==> config.mk <==
export PLATFORM = sky130hd
export DESIGN_NAME = positional_array_list_unit_flat
export DESIGN_NICKNAME = d
export VERILOG_FILES = /design/src/rtl/pal_pkg.sv /design/src/rtl/pal_if.sv /design/src/rtl/pal_cell.sv /design/src/rtl/pal_row.sv /design/src/rtl/positional_array_list_unit.sv /design/src/flat_wrapper.sv
export VERILOG_INCLUDE_DIRS = /design/src /design/src/rtl
export SDC_FILE = /design/constraint.sdc
export NUM_CORES = 2
export LEC_CHECK = 0
export ABC_CLOCK_PERIOD_IN_PS = 7500
export BUFFER_PORTS_ARGS = -buffer_cell sky130_fd_sc_hd__buf_2
export CORE_MARGIN = 1
export CORE_UTILIZATION = 55
export DETAILED_ROUTE_END_ITERATION = 8
export PLACE_DENSITY = 0.71
export SLEW_MARGIN = 15
export SYNTH_ARGS = -nofsm -noshare
export SYNTH_HDL_FRONTEND = slang
export SYNTH_HIERARCHICAL = 1
export SYNTH_SLANG_ARGS = --single-unit
==> constraint.sdc <==
create_clock -name clk -period 7.5 [get_ports clk]
set_clock_uncertainty 0.05 [all_clocks]
set_input_delay 0 -clock clk [delete_from_list [all_inputs] [get_ports clk]]
set_output_delay 0 -clock clk [all_outputs]
set_load 0.1 [all_outputs]
==> src/rtl/positional_array_list_unit_defines.svh <==
// ---------------------------------------------------------------------------
// Assertion macros for the positional array list unit
// Shared property forms for the concurrent checks of the list unit.
// ---------------------------------------------------------------------------
`ifndef POSITIONAL_ARRAY_LIST_UNIT_DEFINES_SVH
`define POSITIONAL_ARRAY_LIST_UNIT_DEFINES_SVH

// Same-cycle implication, disabled while reset is asserted.
`define PAL_ASSERT_SAME(lbl, clk, rst_n, ante, cons, msg) \
  lbl: assert property (@(posedge clk) disable iff (!rst_n) (ante) |-> (cons)) \
    else $error(msg);

// Next-cycle implication, disabled while reset is asserted.
`define PAL_ASSERT_NEXT(lbl, clk, rst_n, ante, cons, msg) \
  lbl: assert property (@(posedge clk) disable iff (!rst_n) (ante) |=> (cons)) \
    else $error(msg);

`endif

==> src/rtl/pal_pkg.sv <==
// ---------------------------------------------------------------------------
// Positional array list package
// Sizes, operation and status codes, and the control word of the cell row.
// ---------------------------------------------------------------------------
`default_nettype none

package pal_pkg;

  localparam int DEPTH   = 16;
  localparam int OP_W    = 3;
  localparam int POS_W   = 5;
  localparam int DATA_W  = 32;
  localparam int COUNT_W = 5;
  localparam int STAT_W  = 3;
  localparam int CNT_W   = $clog2(DEPTH + 1);
  localparam int IDX_W   = $clog2(DEPTH);
  localparam int CMP_W   = ((POS_W > CNT_W) ? POS_W : CNT_W) + 1;

  typedef enum logic [OP_W-1:0] {
    OP_INSERT = 3'd0,
    OP_REMOVE = 3'd1,
    OP_GET    = 3'd2,
    OP_UPDATE = 3'd3,
    OP_FIND   = 3'd4,
    OP_CLEAR  = 3'd5,
    OP_LENGTH = 3'd6
  } op_t;

  typedef enum logic [STAT_W-1:0] {
    ST_OK       = 3'd0,
    ST_FULL     = 3'd1,
    ST_EMPTY    = 3'd2,
    ST_BADPOS   = 3'd3,
    ST_NOTFOUND = 3'd4
  } status_t;

  // Broadcast to every cell of the row in each cycle.
  typedef struct packed {
    logic                     ins;
    logic                     rem;
    logic                     upd;
    logic [IDX_W-1:0]         idx;
    logic [CNT_W-1:0]         count;
    logic signed [DATA_W-1:0] value;
  } row_ctrl_t;

endpackage

`default_nettype wire

==> src/rtl/pal_if.sv <==
// ---------------------------------------------------------------------------
// Positional array list channels
// Valid/ready channels for operation items and result items.
// ---------------------------------------------------------------------------
`default_nettype none

interface pal_in_if;
  import pal_pkg::*;

  logic                     valid;
  logic                     ready;
  logic [OP_W-1:0]          opcode;
  logic [POS_W-1:0]         position;
  logic signed [DATA_W-1:0] value;

  modport source (output valid, output opcode, output position, output value,
                  input ready);
  modport sink   (input valid, input opcode, input position, input value,
                  output ready);
endinterface

interface pal_out_if;
  import pal_pkg::*;

  logic                     valid;
  logic                     ready;
  logic signed [DATA_W-1:0] data;
  logic [POS_W-1:0]         found_position;
  logic [COUNT_W-1:0]       count;
  logic [STAT_W-1:0]        status;

  modport source (output valid, output data, output found_position,
                  output count, output status, input ready);
  modport sink   (input valid, input data, input found_position,
                  input count, input status, output ready);
endinterface

`default_nettype wire

==> src/rtl/pal_cell.sv <==
// ---------------------------------------------------------------------------
// Positional array list cell
// Holds one list entry; loads, shifts from a neighbor or holds, and compares.
// ---------------------------------------------------------------------------
`default_nettype none

module pal_cell (
  input  logic                              clk,
  input  logic [pal_pkg::IDX_W-1:0]         cell_idx,
  input  pal_pkg::row_ctrl_t                ctrl,
  input  logic signed [pal_pkg::DATA_W-1:0] lower_in,
  input  logic signed [pal_pkg::DATA_W-1:0] upper_in,
  output logic signed [pal_pkg::DATA_W-1:0] entry,
  output logic                              match
);
  import pal_pkg::*;

  logic signed [DATA_W-1:0] entry_r;
  logic signed [DATA_W-1:0] entry_nxt;

  // Insert opens a gap at the target by moving higher cells up one place;
  // remove closes it by pulling the upper neighbor down.
  always_comb begin
    entry_nxt = entry_r;
    if (ctrl.ins) begin
      if (cell_idx == ctrl.idx) begin
        entry_nxt = ctrl.value;
      end else if (cell_idx > ctrl.idx) begin
        entry_nxt = lower_in;
      end
    end else if (ctrl.rem) begin
      if (cell_idx >= ctrl.idx) begin
        entry_nxt = upper_in;
      end
    end else if (ctrl.upd && (cell_idx == ctrl.idx)) begin
      entry_nxt = ctrl.value;
    end
  end

  always_ff @(posedge clk) begin
    entry_r <= entry_nxt;
  end

  assign entry = entry_r;
  assign match = (CNT_W'(cell_idx) < ctrl.count) && (entry_r == ctrl.value);

endmodule

`default_nettype wire

==> src/rtl/pal_row.sv <==
// ---------------------------------------------------------------------------
// Positional array list cell row
// Chains the cells so that each inner cell sees the entries of both neighbors.
// ---------------------------------------------------------------------------
`default_nettype none

module pal_row (
  input  logic                              clk,
  input  pal_pkg::row_ctrl_t                ctrl,
  output logic signed [pal_pkg::DATA_W-1:0] entries [pal_pkg::DEPTH],
  output logic [pal_pkg::DEPTH-1:0]         match
);
  import pal_pkg::*;

  genvar gi;
  generate
    for (gi = 0; gi < DEPTH; gi++) begin : g_cell
      logic signed [DATA_W-1:0] lower_w;
      logic signed [DATA_W-1:0] upper_w;

      // The bottom cell never shifts up and the top cell keeps its own
      // entry on a remove, which only ever lands beyond the live count.
      if (gi == 0) begin : g_bottom
        assign lower_w = ctrl.value;
      end else begin : g_lower
        assign lower_w = entries[gi-1];
      end

      if (gi == DEPTH - 1) begin : g_top
        assign upper_w = entries[gi];
      end else begin : g_upper
        assign upper_w = entries[gi+1];
      end

      pal_cell u_cell (
        .clk      (clk),
        .cell_idx (IDX_W'(gi)),
        .ctrl     (ctrl),
        .lower_in (lower_w),
        .upper_in (upper_w),
        .entry    (entries[gi]),
        .match    (match[gi])
      );
    end
  endgenerate

endmodule

`default_nettype wire

==> src/rtl/positional_array_list_unit.sv <==
// ---------------------------------------------------------------------------
// Positional array list unit
// Ordered list of signed 32-bit entries with insert, remove, get, update,
// find, clear and length operations at 1-based positions.
// ---------------------------------------------------------------------------
// In the cycle of the transfer the whole row of entry cells shifts, loads
// or compares, and the result sits in an output register from the next
// cycle on. A new operation is taken every cycle as long as the result
// register is empty or being drained, so the sustained rate is then one
// item per clock. A failing operation (full, empty, bad position, value
// not found) reports its status and leaves the list unchanged; opcode 7
// returns ok with the current count.
`default_nettype none

`include "positional_array_list_unit_defines.svh"

module positional_array_list_unit (
  input  logic      clk,
  input  logic      rst_n,
  pal_in_if.sink    in_ch,
  pal_out_if.source out_ch
);
  import pal_pkg::*;

  logic [CNT_W-1:0]         cnt_r;
  logic [CNT_W-1:0]         cnt_nxt;
  logic                     out_valid_r;
  logic signed [DATA_W-1:0] data_r;
  logic [POS_W-1:0]         found_r;
  logic [COUNT_W-1:0]       count_r;
  status_t                  status_r;

  logic                     accept;
  logic [CMP_W-1:0]         n_cmp;
  logic [CMP_W-1:0]         p_cmp;
  logic [CMP_W-1:0]         pos_m1;
  logic                     full;
  logic                     empty;
  logic                     ins_pos_ok;
  logic                     pos_ok;
  logic                     hit;
  logic [POS_W-1:0]         hit_pos;
  row_ctrl_t                ctrl;
  status_t                  status_nxt;
  logic signed [DATA_W-1:0] data_nxt;
  logic [POS_W-1:0]         found_nxt;
  logic signed [DATA_W-1:0] entries [DEPTH];
  logic [DEPTH-1:0]         match;

  assign in_ch.ready = !out_valid_r || out_ch.ready;
  assign accept      = in_ch.valid && in_ch.ready;

  assign n_cmp      = CMP_W'(cnt_r);
  assign p_cmp      = CMP_W'(in_ch.position);
  assign pos_m1     = p_cmp - 1'b1;
  assign full       = (cnt_r == CNT_W'(DEPTH));
  assign empty      = (cnt_r == '0);
  assign ins_pos_ok = (p_cmp != '0) && (p_cmp <= n_cmp + 1'b1);
  assign pos_ok     = (p_cmp != '0) && (p_cmp <= n_cmp);

  pal_row u_row (
    .clk     (clk),
    .ctrl    (ctrl),
    .entries (entries),
    .match   (match)
  );

  // Lowest live cell that matches wins.
  always_comb begin
    hit     = 1'b0;
    hit_pos = '0;
    for (int i = DEPTH - 1; i >= 0; i--) begin
      if (match[i]) begin
        hit     = 1'b1;
        hit_pos = POS_W'(i + 1);
      end
    end
  end

  always_comb begin
    ctrl       = '0;
    ctrl.idx   = pos_m1[IDX_W-1:0];
    ctrl.count = cnt_r;
    ctrl.value = in_ch.value;
    status_nxt = ST_OK;
    data_nxt   = '0;
    found_nxt  = '0;
    cnt_nxt    = cnt_r;
    unique case (op_t'(in_ch.opcode))
      OP_INSERT: begin
        if (full) begin
          status_nxt = ST_FULL;
        end else if (!ins_pos_ok) begin
          status_nxt = ST_BADPOS;
        end else begin
          ctrl.ins = accept;
          cnt_nxt  = cnt_r + 1'b1;
        end
      end
      OP_REMOVE, OP_GET, OP_UPDATE: begin
        if (empty) begin
          status_nxt = ST_EMPTY;
        end else if (!pos_ok) begin
          status_nxt = ST_BADPOS;
        end else if (op_t'(in_ch.opcode) == OP_REMOVE) begin
          ctrl.rem = accept;
          cnt_nxt  = cnt_r - 1'b1;
        end else if (op_t'(in_ch.opcode) == OP_GET) begin
          data_nxt = entries[ctrl.idx];
        end else begin
          ctrl.upd = accept;
        end
      end
      OP_FIND: begin
        if (empty) begin
          status_nxt = ST_EMPTY;
        end else if (hit) begin
          found_nxt = hit_pos;
        end else begin
          status_nxt = ST_NOTFOUND;
        end
      end
      OP_CLEAR: begin
        cnt_nxt = '0;
      end
      OP_LENGTH: begin
        cnt_nxt = cnt_r;
      end
      default: begin
        cnt_nxt = cnt_r;
      end
    endcase
  end

  always_ff @(posedge clk) begin
    if (!rst_n) begin
      cnt_r       <= '0;
      out_valid_r <= 1'b0;
    end else if (accept) begin
      cnt_r       <= cnt_nxt;
      out_valid_r <= 1'b1;
    end else if (out_ch.ready) begin
      out_valid_r <= 1'b0;
    end
  end

  always_ff @(posedge clk) begin
    if (accept) begin
      data_r   <= data_nxt;
      found_r  <= found_nxt;
      count_r  <= COUNT_W'(cnt_nxt);
      status_r <= status_nxt;
    end
  end

  assign out_ch.valid          = out_valid_r;
  assign out_ch.data           = data_r;
  assign out_ch.found_position = found_r;
  assign out_ch.count          = count_r;
  assign out_ch.status         = status_r;

  `PAL_ASSERT_SAME(a_count_bound, clk, rst_n, 1'b1, cnt_r <= CNT_W'(DEPTH),
    "entry count exceeds the list depth")
  `PAL_ASSERT_NEXT(a_fail_keeps_count, clk, rst_n, accept && (status_nxt != ST_OK),
    cnt_r == $past(cnt_r), "failed operation changed the entry count")
  `PAL_ASSERT_NEXT(a_insert_grows, clk, rst_n, ctrl.ins,
    cnt_r == CNT_W'($past(cnt_r) + 1'b1), "insert did not grow the list by one")
  `PAL_ASSERT_SAME(a_found_is_ok, clk, rst_n, out_valid_r && (found_r != '0),
    status_r == ST_OK, "found position reported with an error status")

endmodule

`default_nettype wire

==> src/flat_wrapper.sv <==
// flat-port wrapper written by rule: the top's interface ports become plain ports
module positional_array_list_unit_flat import pal_pkg::*;
  (clk, rst_n, in_ch_valid, in_ch_opcode, in_ch_position, in_ch_value, in_ch_ready, out_ch_valid, out_ch_data, out_ch_found_position, out_ch_count, out_ch_status, out_ch_ready);
  pal_in_if in_ch_i ();
  pal_out_if out_ch_i ();
  input  logic clk;
  input  logic rst_n;
  input wire logic [$bits(in_ch_i.valid)-1:0] in_ch_valid;
  input wire logic [$bits(in_ch_i.opcode)-1:0] in_ch_opcode;
  input wire logic [$bits(in_ch_i.position)-1:0] in_ch_position;
  input wire logic [$bits(in_ch_i.value)-1:0] in_ch_value;
  output wire logic [$bits(in_ch_i.ready)-1:0] in_ch_ready;
  output wire logic [$bits(out_ch_i.valid)-1:0] out_ch_valid;
  output wire logic [$bits(out_ch_i.data)-1:0] out_ch_data;
  output wire logic [$bits(out_ch_i.found_position)-1:0] out_ch_found_position;
  output wire logic [$bits(out_ch_i.count)-1:0] out_ch_count;
  output wire logic [$bits(out_ch_i.status)-1:0] out_ch_status;
  input wire logic [$bits(out_ch_i.ready)-1:0] out_ch_ready;
  assign in_ch_i.valid = in_ch_valid;
  assign in_ch_i.opcode = in_ch_opcode;
  assign in_ch_i.position = in_ch_position;
  assign in_ch_i.value = in_ch_value;
  assign in_ch_ready = in_ch_i.ready;
  assign out_ch_valid = out_ch_i.valid;
  assign out_ch_data = out_ch_i.data;
  assign out_ch_found_position = out_ch_i.found_position;
  assign out_ch_count = out_ch_i.count;
  assign out_ch_status = out_ch_i.status;
  assign out_ch_i.ready = out_ch_ready;
  positional_array_list_unit u_core (.clk(clk), .rst_n(rst_n), .in_ch(in_ch_i), .out_ch(out_ch_i));
endmodule
After elaboration in Yosys (flattened, before gate mapping)
Index checks and enable logic that the tools add are counted.
{"block": "totals", "ff_bits": 563, "latchBits": 0, "ramBits": 0, "mem_bits_ro": 0, "in_bits": 44, "out_inout_bits": 47, "word_cells": 390, "n_memories": 0}
{"block": "classes", "add_sub_neg": 4, "multipliers": 0, "div_mod_pow": 0, "magnitude_cmp": 50, "n_eq_ne": 69, "shifts": 0, "n_mux": 154, "n_bitwise": 6, "n_reduce_logical": 81}
{"cell": "32-bit two-way mux", "n": 97}
{"cell": "32-bit equality test", "n": 16}
{"cell": "32-bit binary-select mux with 4-bit select", "n": 1}
{"cell": "3-bit != test (second input constant)", "n": 16}
{"cell": "3-bit AND reduction", "n": 16}
{"cell": "3-bit by 2-bit != test with 1-bit output (second input constant)", "n": 15}
{"cell": "3-bit nonzero test", "n": 15}
{"cell": "4-bit by 5-bit < comparator with 1-bit output (first input constant)", "n": 8}
{"cell": "1-bit logical AND", "n": 35}
{"cell": "4-bit equality test (first input constant)", "n": 8}
{"cell": "4-bit > comparator (first input constant)", "n": 8}
{"cell": "4-bit two-way mux", "n": 8}
{"cell": "5-bit two-way mux", "n": 6}
{"cell": "4-bit greater-or-equal comparator (first input constant)", "n": 7}
{"cell": "1-bit two-way mux", "n": 25}
{"cell": "3-bit two-way mux", "n": 7}
{"cell": "3-bit by 5-bit < comparator with 1-bit output (first input constant)", "n": 4}
{"cell": "18-bit OR reduction", "n": 1}
{"cell": "3-bit by 4-bit equality test with 1-bit output (first input constant)", "n": 4}
{"cell": "3-bit by 4-bit greater-or-equal comparator with 1-bit output (first input constant)", "n": 4}
{"cell": "3-bit by 4-bit > comparator with 1-bit output (first input constant)", "n": 4}
{"cell": "2-bit two-way mux", "n": 8}
{"cell": "5-bit one-hot mux with 3 select lines", "n": 1}
{"cell": "1-bit by 5-bit < comparator with 1-bit output (first input constant)", "n": 2}
{"cell": "other kinds (34)", "n": 48}

Logic depth before layout (Yosys ltp)
{"block": "logic_depth", "ltp_word": 21, "depth_mapped": 15, "ltp_nobuf": 12}

Cells and area by module
Netlist, hierarchy kept.
{"module": "pal_cell (u_core.u_row.g_cell[14].u_cell ...)", "instances": 11, "cells_per_inst": 284, "area_per_inst_um2": 2573.7, "seq_area_each_um2": 960.9}
{"module": "pal_cell (u_core.u_row.g_cell[0].u_cell ...)", "instances": 5, "cells_per_inst": 284, "area_per_inst_um2": 2484.9, "seq_area_each_um2": 960.9}
{"module": "positional_array_list_unit", "instances": 1, "cells_per_inst": 461, "area_per_inst_um2": 6727.7, "seq_area_each_um2": 1471.4}
{"module": "pal_row", "instances": 1, "cells_per_inst": 2, "area_per_inst_um2": 7.5, "seq_area_each_um2": 0.0}

Worst setup path before layout
Ideal clock, no wire load.
{"block": "synth_timing", "kind": "flip-flop to flip-flop", "startpoint": "reg u_core.out_valid_r, in the netlist u_core/out_ch.valid", "endpoint": "reg u_core.u_row.g_cell[0].u_cell.entry_r[0] (enable)", "setup_ns": 0.432, "arrival_ns": 5.942, "required_time_ns": 7.018, "path_slack_ns": 1.077, "path_stages_with_launch": 10, "n_path_buf": 3, "synth_period_minus_slack_ns": 6.423, "path_cell_list": "dfxtp_1 -> nand2b_1 -> nand2_1 -> inv_1 -> and3_1 -> buf_2 -> buf_4 -> buf_2 -> a211oi_1 -> a21oi_1"}
{"element": "from (decl)", "line": "positional_array_list_unit.sv:27", "text": "logic out_valid_r;"}
{"element": "from (signal assigned)", "line": "positional_array_list_unit.sv:138", "text": "out_valid_r <= 1'b0;"}
{"element": "from (signal assigned)", "line": "positional_array_list_unit.sv:141", "text": "out_valid_r <= 1'b1;"}
{"element": "from (signal assigned)", "line": "positional_array_list_unit.sv:143", "text": "out_valid_r <= 1'b0;"}
{"element": "to (signal assigned)", "line": "pal_cell.sv:41", "text": "entry_r <= entry_nxt;"}
{"element": "to (decl)", "line": "pal_cell.sv:18", "text": "logic signed [DATA_W-1:0] entry_r;"}

==> results.py <==
metrics = {
    "outcome": {
        "status": "finished clean",
    },
    "worst_setup_path": {
        "slowest_stage": "and3_4",
        "path_class": "flop to flop",
        "critPathLaunch": "u_core/cnt_r[1]",
        "cp_data_arrival_time_ns": 5.21,
        "critPathMostFrequentCell": "buf_4",
        "cp_cell_sequence": "buf_4 -> ha_1 -> nand3_1 -> xnor2_1 -> ha_1 -> nand3_1 -> o21bai_1 -> a31oi_1 -> nor3b_2 -> and3_4 -> buf_4 -> a211oi_1 -> a21oi_4 -> buf_4",
        "crit_path_start_kind": "flop",
        "slowest_delay_ns": 0.81,
        "critPathMaxFanout": 60,
        "critPathCaptureType": "flop",
        "crit_required_ns": 7.70,
        "r2r-start": "u_core/cnt_r[1]",
    },
    "floorplan": {
        "fp.dieH_microns": 295.8,
        "initial_core_util": 0.5566,
        "rows": 107,
        "core_sq_um": 85280,
        "io_pins": 91,
        "dieArea_sq_um": 87490,
        "die_x_microns": 295.8,
    },
    "synth": {
        "syn-instance-count": 5007,
        "syn_area_sq_um": 47470,
        "synth_warnings": 6,
        "synth_ff_type": "edfxtp_1",
        "synthArstFlopShare": 0,
        "synthDominantCellAreaShare": 0.3523,
        "synth-seq-cells": 563,
        "synth_cell_types": 62,
        "avgSynthCellArea_sq_um": 9.481,
        "yosys.area.top_type": "edfxtp_1",
        "yosysSeqAreaShare": 0.3549,
        "synth-edff-count": 557,
        "yosys-top-cells-area": "edfxtp_1 (35%), a211oi_1 (8.4%), nand2_1 (8.2%)",
    },
    "grt": {
        "track_usage": 0.3646,
        "antenna_found_initial": 11,
        "grt_overflow": 0,
        "grt_max_degree": 207,
        "grt_pass1_vias": 38185,
        "grt_pass1_wl_microns": 242200,
    },
    "placement": {
        "dp_hpwl_microns": 108900,
        "post-place-ws_ns": 2.459,
        "portBuffers": 90,
        "place.gp.congestion": 0.9466,
    },
    "clocking": {
        "clockRootBuffer": "clkbuf_16",
        "post_cts_resized": 0,
        "htree_levels": 3,
        "cts-buffers-inserted": 70,
        "clock_sinks": 563,
        "worstSkewPairLatency_ns": 0.64,
        "clk_pin_slew_ns": 0.06,
        "cts_tree": "built",
        "clock_path_buffers": 3,
    },
    "layout": {
        "final_layout_size_suffix_gt1_frac": 0.1030,
        "utilization": 0.5976,
        "nNetsFinal": 5214,
        "syn_to_final_growth_pct": 7.351,
    },
    "worst_hold_path": {
        "hold_class": "input pin to flop",
        "min_from": "in_ch_value[6]",
    },
    "timing": {
        "maxClockFrequency_ghz": 0.1994,
        "rsz0062_at_grt": "no",
        "finalCritPeriodShare": 0.6686,
        "finalSetupViolCount": 0,
        "min_period_ns": 5.015,
        "tightest_slew_ns": 1.170,
        "report.final.slew_viol_count": 0,
        "setup_slack_ns": 2.485,
        "slew_headroom": 0.2139,
        "hold_viol": 0,
        "tns_ns": 0,
    },
    "pwr": {
        "p_seq_frac": 0.401,
        "p_sw_frac": 0.3011,
        "combPwrFrac": 0.197,
        "ir_drop_uv": 168.3,
        "power_switching_uw": 2661,
        "p_per_area_nw_per_um2": 173.4,
        "p_leak_uw": 0.01770,
        "clkPwrFrac": 0.402,
        "p_int_uw": 6178,
    },
    "detailed_routing": {
        "routed_wl_microns": 163100,
        "drt-wirelength-per-cell_microns": 26.11,
        "vias": 41774,
        "drtIter0Drc": 6069,
        "remaining_drc_errors": 0,
        "vias_per_cell": 6.688,
        "dr.pass1.iters": 6,
        "antenna_left": 0,
    },
    "job": {
        "drv_cap": 0,
    },
}
==> metrics by stage <==
step | area, sq um | total power [uW] | std cells | hold WS (ns)
detailed placement | 48410 | 5280 | 6097 | 0.2060
CTS | 50870 | 8792 | 6239 | 0.002501
global placement | 48410 | 5244 | 6097 | 0.1983
global route | 50950 | 9058 | 6243 | 0.05643
finish | 50960 | 8838 | 6246 | 0.04154
floorplan | 47940 | 4768 | 5133 | 0.07588
==> path summary, 6_finish.rpt <==
kind / end / slack, ns / cells after the start
worst max-delay path: u_core/u_row/g_cell[15].u_cell/entry[14] / 2.49 / 14
worst min-delay path: u_core/u_row/g_cell[9].u_cell/entry[6] / 0.04 / 3
worst max register to register: u_core/u_row/g_cell[15].u_cell/entry[14] / 2.49 / 14
worst min register to register: u_core/u_row/g_cell[1].u_cell/entry[28] / 0.66 / 2
==> power groups by stage <==
stage	Sequential (uW)	Clock, uW	Combinational [uW]
6_report	3540	3550	1740
5_1_grt	3540	3660	1850
4_1_cts	3540	3560	1690
3_5_place_dp	3610	0	1670
3_3_place_gp	3610	0	1640
2_1_floorplan	3690	0	1080
==> critical path: cells and delay by family (launching register included) <==
family,cells,cell delay (ns)
xor+xnor,1,0.17
flops,1,0.32
fa+ha+maj,2,0.57
buf+inv,3,1.25
simple gates,4,1.54
compound gates,4,0.60
==> synthesized netlist by cell type, types with 34 or more instances <==
cell type     n
a21oi_1      52
a31oi_1     529
xnor2_1     111
a211oi_1    534
mux4_2      157
nand4_1      61
buf_12       45
nand2_1    1040
xor2_1      406
clkbuf_1    152
nor2_1       34
and2b_1      55
nor2b_1     506
edfxtp_1    557
inv_1       146
buf_2       125
nor4_1       89
ha_1        126
==> flip-flops by register name, summed over array words and instances, names as in the netlist <==
name and count:
u_core/out_ch.valid 1, u_core/cnt_r 5, u_core/out_ch.status 3, u_core/out_ch.found_position 5
u_core/u_row/g_cell.u_cell/entry 512, u_core/out_ch.count 5, u_core/out_ch.data 32
==> per-layer routing <==
layer  vias up  part of all wire  track usage
met2      2755              0.43       0.5305
met1     20095              0.39       0.5033
met3       418              0.12      0.08724
met4         0             0.057       0.1896
li1      18506                 -            -
met5         -                 0            0
==> cell type report <==
class	instances	area, sq um
Antenna cell	4	10.01
Clock buffer	86	1876
Clock inverter	40	420.4
Fill cell	7173	34320
Inverter	147	551.8
Multi-Input combinational cell	4044	28190
Sequential cell	563	16850
Tap cell	1144	1431
Timing Repair Buffer	218	1634
==> layout by cell type, fill, tap and decap left out, types with 89 or more instances in the layout <==
cell type  instances
conb_1           128
nor4_1            89
buf_4            100
a211oi_1         534
xor2_1           405
edfxtp_1         557
inv_1            145
nor2b_1          506
xnor2_1          111
mux4_2           157
ha_1             125
a31oi_1          529
buf_2             89
nand2_1         1040
==> kinds of logic (layout without fill, tap and decap cells) <==
family          Yosys count  after routing  share of synthesized area
flops                   563            563                     0.3549
compound gates         1197           1197                     0.1720
other cells               2            132                  0.0001582
xor+xnor                518            518                    0.09573
mux                     164            164                    0.07699
buf+inv                 526            491                    0.06624
simple gates           1911           1911                     0.2008
fa+ha+maj               126            126                    0.03321
==> repair_timing <==
item,4_1_cts,5_1_grt
setup buffers,0,0
hold buffers,16,0
endpoints found under the hold margin,47,0
Power figures use the tool's default switching activity.
